[src/hdl/mrrc_pkg.sv]
package mrrc_pkg;

  localparam int unsigned MaxRegisters = 8;
  localparam int unsigned RegIdxW      = (MaxRegisters > 1) ? $clog2(MaxRegisters) : 1;
  localparam int unsigned RegCntW      = 4;
  localparam int unsigned ByteCntW     = 5;
  localparam int unsigned CfgDataW     = 7;

  localparam logic [7:0]  SlaveAddr    = 8'hFE;
  localparam logic [15:0] CrcInit      = 16'hFFFF;
  localparam logic [15:0] CrcPoly      = 16'hA001;
  localparam logic [ByteCntW-1:0] ExcTailBytes = ByteCntW'(3);

  typedef enum logic [1:0] {
    ACT_ARM     = 2'd0,
    ACT_BYTE    = 2'd1,
    ACT_TIMEOUT = 2'd2,
    ACT_NONE    = 2'd3
  } action_e;

  typedef enum logic [2:0] {
    ST_OK      = 3'd0,
    ST_ADDR    = 3'd1,
    ST_CODE    = 3'd2,
    ST_EXC     = 3'd3,
    ST_CRC     = 3'd4,
    ST_TIMEOUT = 3'd5
  } status_e;

  typedef enum logic [2:0] {
    PH_IDLE  = 3'd0,
    PH_ADDR  = 3'd1,
    PH_CODE  = 3'd2,
    PH_EXC   = 3'd3,
    PH_BODY  = 3'd4,
    PH_CRCLO = 3'd5,
    PH_CRCHI = 3'd6
  } phase_e;

  typedef enum logic {
    CFG_FUNC_CODE = 1'b0,
    CFG_REG_COUNT = 1'b1
  } cfg_index_e;

endpackage

[src/hdl/mrrc_crc_update.sv]
module mrrc_crc_update (
  input  logic [15:0] crc_i,
  input  logic [7:0]  data_i,
  output logic [15:0] crc_o
);
  import mrrc_pkg::*;

  // reflected crc-16, one byte per call, bit by bit
  always_comb begin
    logic [15:0] c;
    c = crc_i ^ {8'h00, data_i};
    for (int i = 0; i < 8; i++) begin
      if (c[0]) begin
        c = (c >> 1) ^ CrcPoly;
      end else begin
        c = c >> 1;
      end
    end
    crc_o = c;
  end

endmodule

[src/hdl/modbus_rtu_register_response_checker_top.sv]
// channel  | handshake                  | payload
// ---------+----------------------------+------------------------------------------
// in       | in_valid_i / in_stall_o    | action_i, rx_byte_i
// out      | out_valid_o / out_stall_i  | status_o, reg_index_o, reg_value_o, last_o
// cfg      | cfg_valid_i / cfg_ready_o  | cfg_index_i, cfg_data_i
//
// an input transaction is handled in the cycle it is taken; its single result, if any,
// sits in the output register on the next cycle. a crc match plays out the stored
// registers from the register file one per unstalled cycle; input is stalled throughout.
// otherwise one input transaction per cycle while the output register drains.
// rst_ni clears phase, counters and crc; the register file is not reset.
module modbus_rtu_register_response_checker_top (
  input  logic                          clk_i,
  input  logic                          rst_ni,

  input  logic                          in_valid_i,
  output logic                          in_stall_o,
  input  logic [1:0]                    action_i,
  input  logic [7:0]                    rx_byte_i,

  output logic                          out_valid_o,
  input  logic                          out_stall_i,
  output logic [2:0]                    status_o,
  output logic [2:0]                    reg_index_o,
  output logic [15:0]                   reg_value_o,
  output logic                          last_o,

  input  logic                          cfg_valid_i,
  output logic                          cfg_ready_o,
  input  logic                          cfg_index_i,
  input  logic [mrrc_pkg::CfgDataW-1:0] cfg_data_i
);
  import mrrc_pkg::*;

  logic [6:0]          func_code_q;
  logic [RegCntW-1:0]  reg_count_q;

  phase_e              phase_q, phase_d;
  logic [ByteCntW-1:0] byte_cnt_q, byte_cnt_d;
  logic [15:0]         crc_q, crc_d, crc_next;
  logic [7:0]          hold_q, hold_d;
  logic [7:0]          crc_lo_q, crc_lo_d;
  logic [15:0]         store_q [MaxRegisters];

  logic                store_we;
  logic [RegIdxW-1:0]  store_idx;
  logic                emit;
  status_e             emit_status;
  logic                drain_start;

  logic                drain_q, drain_d;
  logic [RegIdxW-1:0]  drain_idx_q, drain_idx_d;
  logic                drain_last;

  logic                out_valid_q, out_valid_d;
  logic [2:0]          status_q, status_d;
  logic [2:0]          reg_index_q, reg_index_d;
  logic [15:0]         reg_value_q, reg_value_d;
  logic                last_q, last_d;

  logic                out_free;
  logic                in_accept;
  logic [RegCntW-1:0]  n_eff;
  logic [ByteCntW:0]   k_plus1;
  logic [ByteCntW-1:0] half_k;

  assign cfg_ready_o = 1'b1;

  always_ff @(posedge clk_i or negedge rst_ni) begin
    if (!rst_ni) begin
      func_code_q <= 7'd4;
      reg_count_q <= RegCntW'(4);
    end else if (cfg_valid_i) begin
      case (cfg_index_e'(cfg_index_i))
        CFG_FUNC_CODE: func_code_q <= cfg_data_i[6:0];
        CFG_REG_COUNT: reg_count_q <= cfg_data_i[RegCntW-1:0];
        default: ;
      endcase
    end
  end

  // clamp register count into 1..MaxRegisters
  always_comb begin
    if (reg_count_q == '0) begin
      n_eff = RegCntW'(1);
    end else if (32'(reg_count_q) > MaxRegisters) begin
      n_eff = RegCntW'(MaxRegisters);
    end else begin
      n_eff = reg_count_q;
    end
  end

  assign out_free   = !out_valid_q || !out_stall_i;
  assign in_stall_o = drain_q || (out_valid_q && out_stall_i);
  assign in_accept  = in_valid_i && !in_stall_o;

  mrrc_crc_update u_crc (
    .crc_i  (crc_q),
    .data_i (rx_byte_i),
    .crc_o  (crc_next)
  );

  assign k_plus1 = {1'b0, byte_cnt_q} + (ByteCntW+1)'(1);
  assign half_k  = (byte_cnt_q >> 1) - ByteCntW'(1);

  always_comb begin
    phase_d     = phase_q;
    byte_cnt_d  = byte_cnt_q;
    crc_d       = crc_q;
    hold_d      = hold_q;
    crc_lo_d    = crc_lo_q;
    store_we    = 1'b0;
    store_idx   = half_k[RegIdxW-1:0];
    emit        = 1'b0;
    emit_status = ST_OK;
    drain_start = 1'b0;

    if (in_accept) begin
      case (action_e'(action_i))
        ACT_ARM: begin
          phase_d    = PH_ADDR;
          byte_cnt_d = '0;
          crc_d      = CrcInit;
        end
        ACT_TIMEOUT: begin
          if (phase_q != PH_IDLE) begin
            emit        = 1'b1;
            emit_status = (phase_q == PH_EXC) ? ST_EXC : ST_TIMEOUT;
            phase_d     = PH_IDLE;
          end
        end
        ACT_BYTE: begin
          case (phase_q)
            PH_ADDR: begin
              if (rx_byte_i != SlaveAddr) begin
                emit        = 1'b1;
                emit_status = ST_ADDR;
                phase_d     = PH_IDLE;
              end else begin
                crc_d   = crc_next;
                phase_d = PH_CODE;
              end
            end
            PH_CODE: begin
              if (rx_byte_i == {1'b0, func_code_q}) begin
                crc_d      = crc_next;
                phase_d    = PH_BODY;
                byte_cnt_d = '0;
              end else if (rx_byte_i == {1'b1, func_code_q}) begin
                phase_d    = PH_EXC;
                byte_cnt_d = '0;
              end else begin
                emit        = 1'b1;
                emit_status = ST_CODE;
                phase_d     = PH_IDLE;
              end
            end
            PH_EXC: begin
              byte_cnt_d = k_plus1[ByteCntW-1:0];
              if (k_plus1[ByteCntW-1:0] >= ExcTailBytes) begin
                emit        = 1'b1;
                emit_status = ST_EXC;
                phase_d     = PH_IDLE;
              end
            end
            PH_BODY: begin
              crc_d = crc_next;
              if (byte_cnt_q != '0) begin
                if (byte_cnt_q[0]) begin
                  hold_d = rx_byte_i;
                end else if (32'(half_k) < MaxRegisters) begin
                  store_we = 1'b1;
                end
              end
              byte_cnt_d = k_plus1[ByteCntW-1:0];
              // address, code and count bytes precede, then 2n data bytes
              if (k_plus1 >= ({2'b00, n_eff} << 1) + (ByteCntW+1)'(1)) begin
                phase_d = PH_CRCLO;
              end
            end
            PH_CRCLO: begin
              crc_lo_d = rx_byte_i;
              phase_d  = PH_CRCHI;
            end
            PH_CRCHI: begin
              phase_d = PH_IDLE;
              if ({rx_byte_i, crc_lo_q} != crc_q) begin
                emit        = 1'b1;
                emit_status = ST_CRC;
              end else begin
                drain_start = 1'b1;
              end
            end
            default: phase_d = PH_IDLE;
          endcase
        end
        default: ;
      endcase
    end
  end

  always_ff @(posedge clk_i or negedge rst_ni) begin
    if (!rst_ni) begin
      phase_q    <= PH_IDLE;
      byte_cnt_q <= '0;
      crc_q      <= CrcInit;
      hold_q     <= '0;
      crc_lo_q   <= '0;
    end else begin
      phase_q    <= phase_d;
      byte_cnt_q <= byte_cnt_d;
      crc_q      <= crc_d;
      hold_q     <= hold_d;
      crc_lo_q   <= crc_lo_d;
    end
  end

  always_ff @(posedge clk_i) begin
    if (store_we) begin
      store_q[store_idx] <= {hold_q, rx_byte_i};
    end
  end

  // result side: single status item or playout of the stored registers
  assign drain_last = ({1'b0, drain_idx_q} + (RegIdxW+1)'(1)) == (RegIdxW+1)'(n_eff);

  always_comb begin
    drain_d     = drain_q;
    drain_idx_d = drain_idx_q;
    out_valid_d = out_valid_q;
    status_d    = status_q;
    reg_index_d = reg_index_q;
    reg_value_d = reg_value_q;
    last_d      = last_q;

    if (drain_start) begin
      drain_d     = 1'b1;
      drain_idx_d = '0;
    end

    if (out_free) begin
      out_valid_d = emit || drain_q;
      if (emit) begin
        status_d    = emit_status;
        reg_index_d = '0;
        reg_value_d = '0;
        last_d      = 1'b1;
      end else if (drain_q) begin
        status_d    = ST_OK;
        reg_index_d = 3'(drain_idx_q);
        reg_value_d = store_q[drain_idx_q];
        last_d      = drain_last;
        if (drain_last) begin
          drain_d = 1'b0;
        end else begin
          drain_idx_d = drain_idx_q + RegIdxW'(1);
        end
      end
    end
  end

  always_ff @(posedge clk_i or negedge rst_ni) begin
    if (!rst_ni) begin
      drain_q     <= 1'b0;
      drain_idx_q <= '0;
      out_valid_q <= 1'b0;
    end else begin
      drain_q     <= drain_d;
      drain_idx_q <= drain_idx_d;
      out_valid_q <= out_valid_d;
    end
  end

  always_ff @(posedge clk_i) begin
    status_q    <= status_d;
    reg_index_q <= reg_index_d;
    reg_value_q <= reg_value_d;
    last_q      <= last_d;
  end

  assign out_valid_o = out_valid_q;
  assign status_o    = status_q;
  assign reg_index_o = reg_index_q;
  assign reg_value_o = reg_value_q;
  assign last_o      = last_q;

endmodule
[config.mk]
export PLATFORM = sky130hd
export DESIGN_NAME = modbus_rtu_register_response_checker_top
export DESIGN_NICKNAME = d
export VERILOG_FILES = /design/src/hdl/mrrc_pkg.sv /design/src/hdl/mrrc_crc_update.sv /design/src/hdl/modbus_rtu_register_response_checker_top.sv
export SDC_FILE = /design/constraint.sdc
export NUM_CORES = 1
export LEC_CHECK = 0
export ABC_AREA = 0
export BUFFER_PORTS_ARGS = -buffer_cell sky130_fd_sc_hd__buf_2
export CAP_MARGIN = 20
export CORE_ASPECT_RATIO = 0.6
export CORE_MARGIN = 2
export CORE_UTILIZATION = 25
export DETAILED_ROUTE_END_ITERATION = 12
export SYNTH_ARGS = -nofsm -noshare
export SYNTH_HDL_FRONTEND = slang
export SYNTH_SLANG_ARGS = --single-unit
[constraint.sdc]
create_clock -name clk_i -period 2.9 [get_ports clk_i]
set_input_delay 0 -clock clk_i [delete_from_list [all_inputs] [get_ports clk_i]]
set_output_delay 0 -clock clk_i [all_outputs]
set_load 0.01 [all_outputs]
# ---- After elaboration in Yosys (flattened, before gate mapping)
# Memories as Yosys holds them, arrays and structs flattened. A register that Yosys moved wholly into a read port is not among the register bits.
# Cells that the tools add are included.
dict set report totals {
  register_bits 63
  ramBits 128
  in_bits 23
  out_inout_bits 26
  elab_cells 149
  mem_count 1
}
dict set report classes {
  add_sub_neg 5
  n_lt_le_gt_ge 4
  eq_ne 21
  n_mux 71
  n_bitwise 10
  reduce_logical 24
}
# memory words width read_ports rd_clocked_by_memory_dff write_ports line
set mem_list {}
lappend mem_list {store_q 8 16 1 1 1 modbus_rtu_register_response_checker_top.sv:43} ;# logic [15:0] store_q [MaxRegisters];
# cell n
set op_table {}
lappend op_table {{16-bit 2-to-1 mux} 10}
lappend op_table {{3-bit 2-to-1 mux} 16}
lappend op_table {{16-bit one-hot mux with 3 select lines} 1}
lappend op_table {{16-bit one-hot mux with 2 select lines} 1}
lappend op_table {{1-bit 2-to-1 mux} 26}
lappend op_table {{2-bit inverter with 3-bit output} 8}
lappend op_table {{5-bit one-hot mux with 2 select lines} 2}
lappend op_table {{16-bit != test} 1}
lappend op_table {{16-bit by 8-bit XOR with 16-bit output} 1}
lappend op_table {{3-bit one-hot mux with 5 select lines} 1}
lappend op_table {{5-bit AND reduction} 3}
lappend op_table {{5-bit by 1-bit adder with 6-bit output (second input constant)} 2}
lappend op_table {{3-bit != test (second input constant)} 4}
lappend op_table {{3-bit one-hot mux with 4 select lines} 1}
lappend op_table {{2-bit 2-to-1 mux} 5}
lappend op_table {{5-bit 2-to-1 mux} 2}
lappend op_table {{3-bit equality test (second input constant)} 3}
lappend op_table {{3-bit one-hot mux with 3 select lines} 1}
lappend op_table {{8-bit by 7-bit equality test with 1-bit output} 1}
lappend op_table {{8-bit equality test} 1}
lappend op_table {{4-bit 2-to-1 mux} 2}
lappend op_table {{8-bit != test (second input constant)} 1}
lappend op_table {{3-bit by 2-bit equality test with 1-bit output (second input constant)} 2}
lappend op_table {{6-bit greater-or-equal comparator} 1}
lappend op_table {{30 further kinds} 39}

# ---- Longest topological paths before layout
# Gate-level depths: netlist of the first run.
dict set report depth {
  depth_word 20
  mapped_depth 11
  mapped_depth_nobuf 11
}

# ---- Modules after synthesis
# From an unflattened synthesis of the first run, not the netlist that was laid out.
dict set report unflattened {
  cells_unflattened 637
  area_unflattened_um2 9336.5
}
# mod n_inst cells_per_inst area_per_inst_um2 seq_area_each_um2
set by_module_without_submodules {}
lappend by_module_without_submodules {modbus_rtu_register_response_checker_top 1 608 9052.4 5958.2}
lappend by_module_without_submodules {mrrc_crc_update 1 29 284.0 0.0}

# ---- Worst setup path before layout of the first run
# OpenSTA, ideal clock, no wires.
dict set report synth_path {
  path_kind {reg2reg}
  from {reg out_valid_q (netlist: out_valid_o)}
  to {mem store_q[2][0], enable pin}
  setup_time_ns 0.409
  arrival_time_ns 2.668
  required_ns 2.491
  setup_slack_ns -0.177
  path_stages_with_launch 8
  n_path_buf 1
  synth_period_minus_slack_ns 3.077
  cell_sequence {dfrtp_1 a21oi_1 and3_1 clkbuf_1 nand3_1 nor3_1 nand2_1 nor3_1}
}
dict set report synth_via {
  elab_chain_len 7
}
# element line
set synth_rtl {}
lappend synth_rtl {{start: declaration} modbus_rtu_register_response_checker_top.sv:55} ;# logic out_valid_q, out_valid_d;
lappend synth_rtl {{start signal: assignment} modbus_rtu_register_response_checker_top.sv:270} ;# out_valid_q <= out_valid_d;
lappend synth_rtl {{1-bit logical AND} modbus_rtu_register_response_checker_top.sv:94} ;# assign in_stall_o = drain_q || (out_valid_q && out_stall_i);
lappend synth_rtl {{1-bit logical OR} modbus_rtu_register_response_checker_top.sv:94}
lappend synth_rtl {{1-bit zero test} modbus_rtu_register_response_checker_top.sv:95} ;# assign in_accept = in_valid_i && !in_stall_o;
lappend synth_rtl {{1-bit logical AND} modbus_rtu_register_response_checker_top.sv:95}
lappend synth_rtl {{1-bit 2-to-1 mux} modbus_rtu_register_response_checker_top.sv:118} ;# if (in_accept) begin
lappend synth_rtl {{1-bit 2-to-1 mux} modbus_rtu_register_response_checker_top.sv:219} ;# if (store_we) begin
lappend synth_rtl {{1-bit 2-to-1 mux (not written as such)} modbus_rtu_register_response_checker_top.sv:220} ;# store_q[store_idx] <= {hold_q, rx_byte_i};
lappend synth_rtl {{end: declaration} modbus_rtu_register_response_checker_top.sv:43}
# Every way passes these cells.

# ---- Worst setup path after layout of the first run
dict set report layout_path {
  from {reg byte_cnt_q[1]}
  to {reg phase_q[1]}
}
dict set report layout_via {
  elab_chain_len 4
  elab_cells_between_ends 6
  classes_between {1 x add/sub; 2 x order compare; 2 x eq/ne; 1 x reduce/logical}
}
# element line
set layout_rtl {}
lappend layout_rtl {{start: declaration} modbus_rtu_register_response_checker_top.sv:39} ;# logic [ByteCntW-1:0] byte_cnt_q, byte_cnt_d;
lappend layout_rtl {{start signal: assignment} modbus_rtu_register_response_checker_top.sv:211} ;# byte_cnt_q <= byte_cnt_d;
lappend layout_rtl {{5-bit by 1-bit adder with 6-bit output *} modbus_rtu_register_response_checker_top.sv:103} ;# assign k_plus1 = {1'b0, byte_cnt_q} + (ByteCntW+1)'(1);
lappend layout_rtl {{6-bit greater-or-equal comparator / 5-bit by 2-bit greater-or-equal comparator with 1-bit output (equally long branches)} {modbus_rtu_register_response_checker_top.sv:177, modbus_rtu_register_response_checker_top.sv:160}}
lappend layout_rtl {{3-bit != test (no line)} -}
lappend layout_rtl {{5-bit AND reduction (no line) *} -}
lappend layout_rtl {{end signal: assignment} modbus_rtu_register_response_checker_top.sv:210} ;# phase_q <= phase_d;
lappend layout_rtl {{end: declaration} modbus_rtu_register_response_checker_top.sv:38} ;# phase_e phase_q, phase_d;
# Mark *: on every way between the ends. The rest lies on a longest branch, timed or not.
# A chain may end at the register's enable or synchronous reset.

==> results of run 1 <==
## registers in the layout, summed over array words and instances, names as in the netlist, 3 cells and up
name,count
phase_q,3
store_q,128
reg_count_q,4
byte_cnt_q,5
status_o,3
drain_idx_q,3
hold_q,8
reg_value_o,16
func_code_q,7
crc_q,16
reg_index_o,3
crc_lo_q,8
## metrics by stage
step	TNS [ns]	std cells	instance area, µm²
final	0	1178	11000
after global routing	-0.00221	1178	11000
after CTS	0	1178	11000
after detailed placement	0	1125	10200
after global placement	0	1125	10200
after floorplan	-5.67	606	9170
## layer usage
metal,vias up,GRT usage (%),part of all wire [%]
met5,-,0,0
met2,131,16.8,43
met3,24,2.66,5.6
met4,0,2.15,1.3
li1,2440,-,-
met1,2741,18.4,50
## power by group
group	total, mW	switching (mW)	internal (mW)	leakage (nW)
Sequential	3.25	0.0375	3.21	2.07
Clock	2.74	1.14	1.60	0.331
Combinational	0.374	0.209	0.165	1.57
Total	6.36	1.39	4.97	3.98
## worst paths after layout
kind / to / cells after the start
min reg2reg: crc_q[8] / 2
max reg2reg: phase_q[1] / 9
min: reg_count_q[2] / 3
max in group asynchronous: drain_idx_q[0] / 3
max: phase_q[1] / 9
min in group asynchronous: crc_lo_q[7] / 3
## cell type report
cell class | instances | area (µm²) | share of cell area, %
clock buffers | 27 | 579 | 5.25
well taps | 476 | 596 | 5.39
inverters | 18 | 67.6 | 0.612
flip-flops and latches | 207 | 5960 | 54.0
multi-input cells | 350 | 3030 | 27.4
clock inverters | 9 | 109 | 0.986
repair buffers | 91 | 708 | 6.41
## worst max-delay path: stages (launching register included)
cell and delay, ns:
dfrtp_1 0.49, ha_1 0.29, nand3_1 0.14, xor2_2 0.26, inv_1 0.10, ha_1 0.29
o21ai_0 0.08, a31o_2 0.24, a211oi_4 0.34, mux2_2 0.37
## timing repair
item                       in CTS  in global routing
hold endpoints to repair      134                  0
hold buffers                   17                  0
gates resized for setup         0                  4
setup endpoints to repair       0                 17
## synth_stat cells, types with 5 or more instances
cell type	count	area share, %
edfxtp_1	151	49
buf_2	14	0.76
nor2_1	26	1.1
o21ai_0	13	0.71
inv_1	17	0.70
nand2_1	52	2.1
xor2_1	14	1.3
nor3_1	8	0.44
a21oi_1	32	1.7
mux4_2	32	7.9
ha_1	13	1.8
buf_4	5	0.41
dfrtp_1	38	10
nand3_1	12	0.66
nand4_1	8	0.55
clkbuf_1	9	0.37
dfstp_2	18	5.2
nor2b_1	8	0.55
o22a_1	5	0.48
xnor2_1	30	2.9
mux2_2	29	3.6
xnor2_2	6	1.1
## logic make-up after synthesis
logic type	count (synthesis)	share of synthesized area, %
flip-flops	207	65.0
AND/OR/NAND/NOR	137	7.15
AO/OA/AOI/OAI	86	6.34
multiplexers	61	11.4
XOR/XNOR	52	5.76
buffers and inverters	49	2.48
adder cells (fa/ha/maj)	13	1.78
other	1	0.0409
==> qor.yml, run 1 <==
outcome: "complete, no violations"
layout_commonest_cell: "edfxtp_1"
grt_max_degree: 57
grt_pass1_wl_mm: 34.1
std_cell_rows: 54
cp_data_arrival_time_ns: 3.12
p_leak_nw: 3.98
cts_tree: "yes"
root_buffer: "clkbuf_16"
clock_sinks: 207
hold_viol_final: 0
grt_use_total_pct: 11.8
relSlewSlack_pct: 47.5
areaGrowthSynthToFinish_pct: 20.5
dieArea_mm2: 0.0383
fmaxAchievable_ghz: 0.365
antenna_found_initial: 1
totalWireLength_mm: 22.2
cts_buffers: 20
grt-ovfl-total: 0
first_iter_violations: 371
fin_ws_ns: 0.160
place_congestion: 0.832
yosysUniqueCellTypes: 64
required_ns: 3.28
ant_nets: 0
htree_levels: 1
r2r-start: "byte_cnt_q[1]"
whs_ns: 0.0241
drt-pass1-iter-count: 5
nets: 724
finalCritPeriodShare_pct: 94.5
maxCapViolCount: 0
ys_ff_latch: 207
synthArstFlopShare_pct: 27.1
final_cell_mix: "151 x edfxtp_1, 52 x nand2_1, 47 x buf_2, 37 x dfrtp_1"
yosys_warnings: 0
rrSetupSlack_ns: 0.16
vias: 5336
worst_slew_pin_slew_ns: 0.786
dp.final_hpwl_mm: 14.8
min_period_ns: 2.74
startpoint: "byte_cnt_q[1]"
ir_worst_vdd_mv: 0.369
wl_per_cell_um: 18.9
critPathMaxFanout: 8
fillers: 3590
initial_core_util_pct: 25.3
synth_area_per_cell_um2: 15.1
post_cts_buffers: 0
path_clk_slew_ns: 0.07
hp-class: "primary input to register"
syn_inst: 606
synth_edf_count: 151
drcViolationCount: 0
power.total_mw: 6.36
min_from: "cfg_valid_i"
grt_pass1_vias: 5386
syn_area_mm2: 0.00916
drv_slew: 0
clk_path_buf_depth: 3
start_kind: "register"
crit_type: "register to register"
end_kind: "register"
powerDensity_mw_per_mm2: 576
drive_above_1_share_pct: 29.5
setup-violations-final: 0
portBuffers: 47
pre_cts_slack_ns: 0.142
fin_worst_skew_ns: 0.0204
die_x_um: 251
utilization_pct: 30.5
vias_per_cell: 4.53
die_y_um: 152
ys.flop_type: "edfxtp_1"
synth-seq-area-share_pct: 65.0
synth_nets: 642
clock_latency_ns: 0.51
io_pins: 49
fp.coreArea_mm2: 0.0362
diodes: 0
Note: power is estimated with default switching activity, not from simulation.
==> run 2: changes to the inputs <==
--- a/config.mk
+++ b/config.mk
@@ -12,6 +12,7 @@
 export CORE_MARGIN = 2
 export CORE_UTILIZATION = 25
 export DETAILED_ROUTE_END_ITERATION = 12
+export HOLD_SLACK_MARGIN = 0.03
 export SYNTH_ARGS = -nofsm -noshare
 export SYNTH_HDL_FRONTEND = slang
 export SYNTH_SLANG_ARGS = --single-unit
==> run 2 against run 1 <==
Compared with the run above:
- clock-buffer cell count is the same
- die area did not move
- clock power is essentially flat
- combinational power about the same
- global-route usage about the same
- non-clock buffer count rose by 1
- via count up 0.19%
- clock skew down 0.0014 ns
- register-to-register slack better by 0.02 ns
- sequential power barely moved
- critical path type unchanged
- fmax grew 0.57%
==> qor.yml, run 2 (same netlist as run 1, synthesis figures left out) <==
die_x_um: 251
min_from: "cfg_valid_i"
drcViolationCount: 0
fin_ws_ns: 0.175
dp.final_hpwl_mm: 14.8
clk_path_buf_depth: 3
htree_levels: 1
setup-violations-final: 0
final_cell_area_mm2: 0.0111
fin_worst_skew_ns: 0.0190
initial_core_util_pct: 25.3
grt_pass1_wl_mm: 34.1
areaGrowthSynthToFinish_pct: 20.6
placed_area_mm2: 0.0102
power.total_mw: 6.36
nets: 725
worst_slew_pin_slew_ns: 0.787
grt_max_degree: 57
hp-class: "primary input to register"
r2r-start: "byte_cnt_q[1]"
post_cts_buffers: 0
critPathMaxFanout: 8
fp.coreArea_mm2: 0.0362
powerDensity_mw_per_mm2: 576
finalCritPeriodShare_pct: 94.0
start_kind: "register"
grt_pass1_vias: 5396
clock_sinks: 207
std_cell_rows: 54
largest_reg_flops: 128
ir_worst_vdd_mv: 0.367
drive_above_1_share_pct: 29.4
path_clk_slew_ns: 0.07
grt-ovfl-total: 0
fmaxAchievable_ghz: 0.367
dieArea_mm2: 0.0383
outcome: "complete, no violations"
pre_cts_slack_ns: 0.142
maxCapViolCount: 0
top_register: "store_q"
final_cell_mix: "151 x edfxtp_1, 52 x nand2_1, 47 x buf_2, 37 x dfrtp_1"
hold_depth: 3
required_ns: 3.28
cp_data_arrival_time_ns: 3.11
io_pins: 49
grt_use_total_pct: 11.8
first_iter_violations: 387
place_congestion: 0.832
startpoint: "byte_cnt_q[1]"
cts_buffers: 20
end_kind: "register"
totalWireLength_mm: 22.3
drt-pass1-iter-count: 5
fillers: 3590
cts_tree: "yes"
antenna_found_initial: 1
min_period_ns: 2.72
crit_type: "register to register"
layout_commonest_cell: "edfxtp_1"
wl_per_cell_um: 18.9
relSlewSlack_pct: 47.4
seqCellArea_mm2: 0.00596
die_y_um: 152
ff2ff_path_depth: 9
root_buffer: "clkbuf_16"
vias_per_cell: 4.53
multiInputGateArea_mm2: 0.00303
diodes: 0
portBuffers: 47
vias: 5346
ant_nets: 0
p_leak_nw: 3.98
drv_slew: 0
clock_latency_ns: 0.51
final.setup.tns_ns: 0
hold_viol_final: 0
## run 2: changes by cell type in the layout (fill, tap and decap cells not counted)
cell | before | now
dlygate4sd3_1 | 17 | 18
## run 2: final timing paths
path | slack [ns] | endpoint
min | 0.02 | reg_count_q[2]
min reg2reg | 0.53 | crc_q[8]
max reg2reg | 0.18 | phase_q[1]
min in group asynchronous | 0.03 | crc_lo_q[7]
max | 0.18 | phase_q[1]
max in group asynchronous | 2.53 | reg_count_q[2]
## run 2: timing repair
action | CTS | global route
endpoints found under the hold margin | 139 | 0
hold buffers | 18 | 0
endpoints found under the setup margin | 0 | 17
gates resized for setup | 0 | 4
## run 2: metrics by stage
step | util (%) | std cells | hold WS, ns
6_report | 30.5 | 1179 | 0.0205
5_1_grt | 30.5 | 1179 | 0.0330
4_1_cts | 30.4 | 1179 | 0.0301
3_5_place_dp | 28.1 | 1125 | 0.0428
3_3_place_gp | 28.1 | 1125 | 0.0406
2_1_floorplan | - | 606 | -0.296
## run 2: per-layer routing
layer	vias to the layer above	routed length [µm]	part of all wire (%)	track usage, %
met5	-	0	0	0
met4	0	288	1.3	2.15
met3	24	1180	5.3	2.66
met2	129	9470	43	16.8
met1	2754	11300	51	18.4
li1	2439	-	-	-
## run 2: power by group
| group | switching, mW | internal, mW | total [mW] | leakage, nW |
|---|---|---|---|---|
| Sequential | 0.0375 | 3.21 | 3.25 | 2.07 |
| Combinational | 0.210 | 0.166 | 0.376 | 1.58 |
| Clock | 1.14 | 1.60 | 2.74 | 0.331 |
| Total | 1.39 | 4.97 | 6.36 | 3.98 |
## run 2: final cells by class
class	instances	share of cell area [%]
sequential	207	53.9
multi-input combinational	350	27.4
timing repair buffer	92	6.50
tap	476	5.39
clock buffer	27	5.24
clock inverter	9	0.985
inverter	18	0.611
## run 2: critical path, stage by stage (launching register included)
cell      delay, ns
dfrtp_1        0.50
ha_1           0.30
nand3_1        0.14
xor2_2         0.26
inv_1          0.10
ha_1           0.29
o21ai_0        0.08
a31o_2         0.24
a211oi_4       0.32
mux2_2         0.37
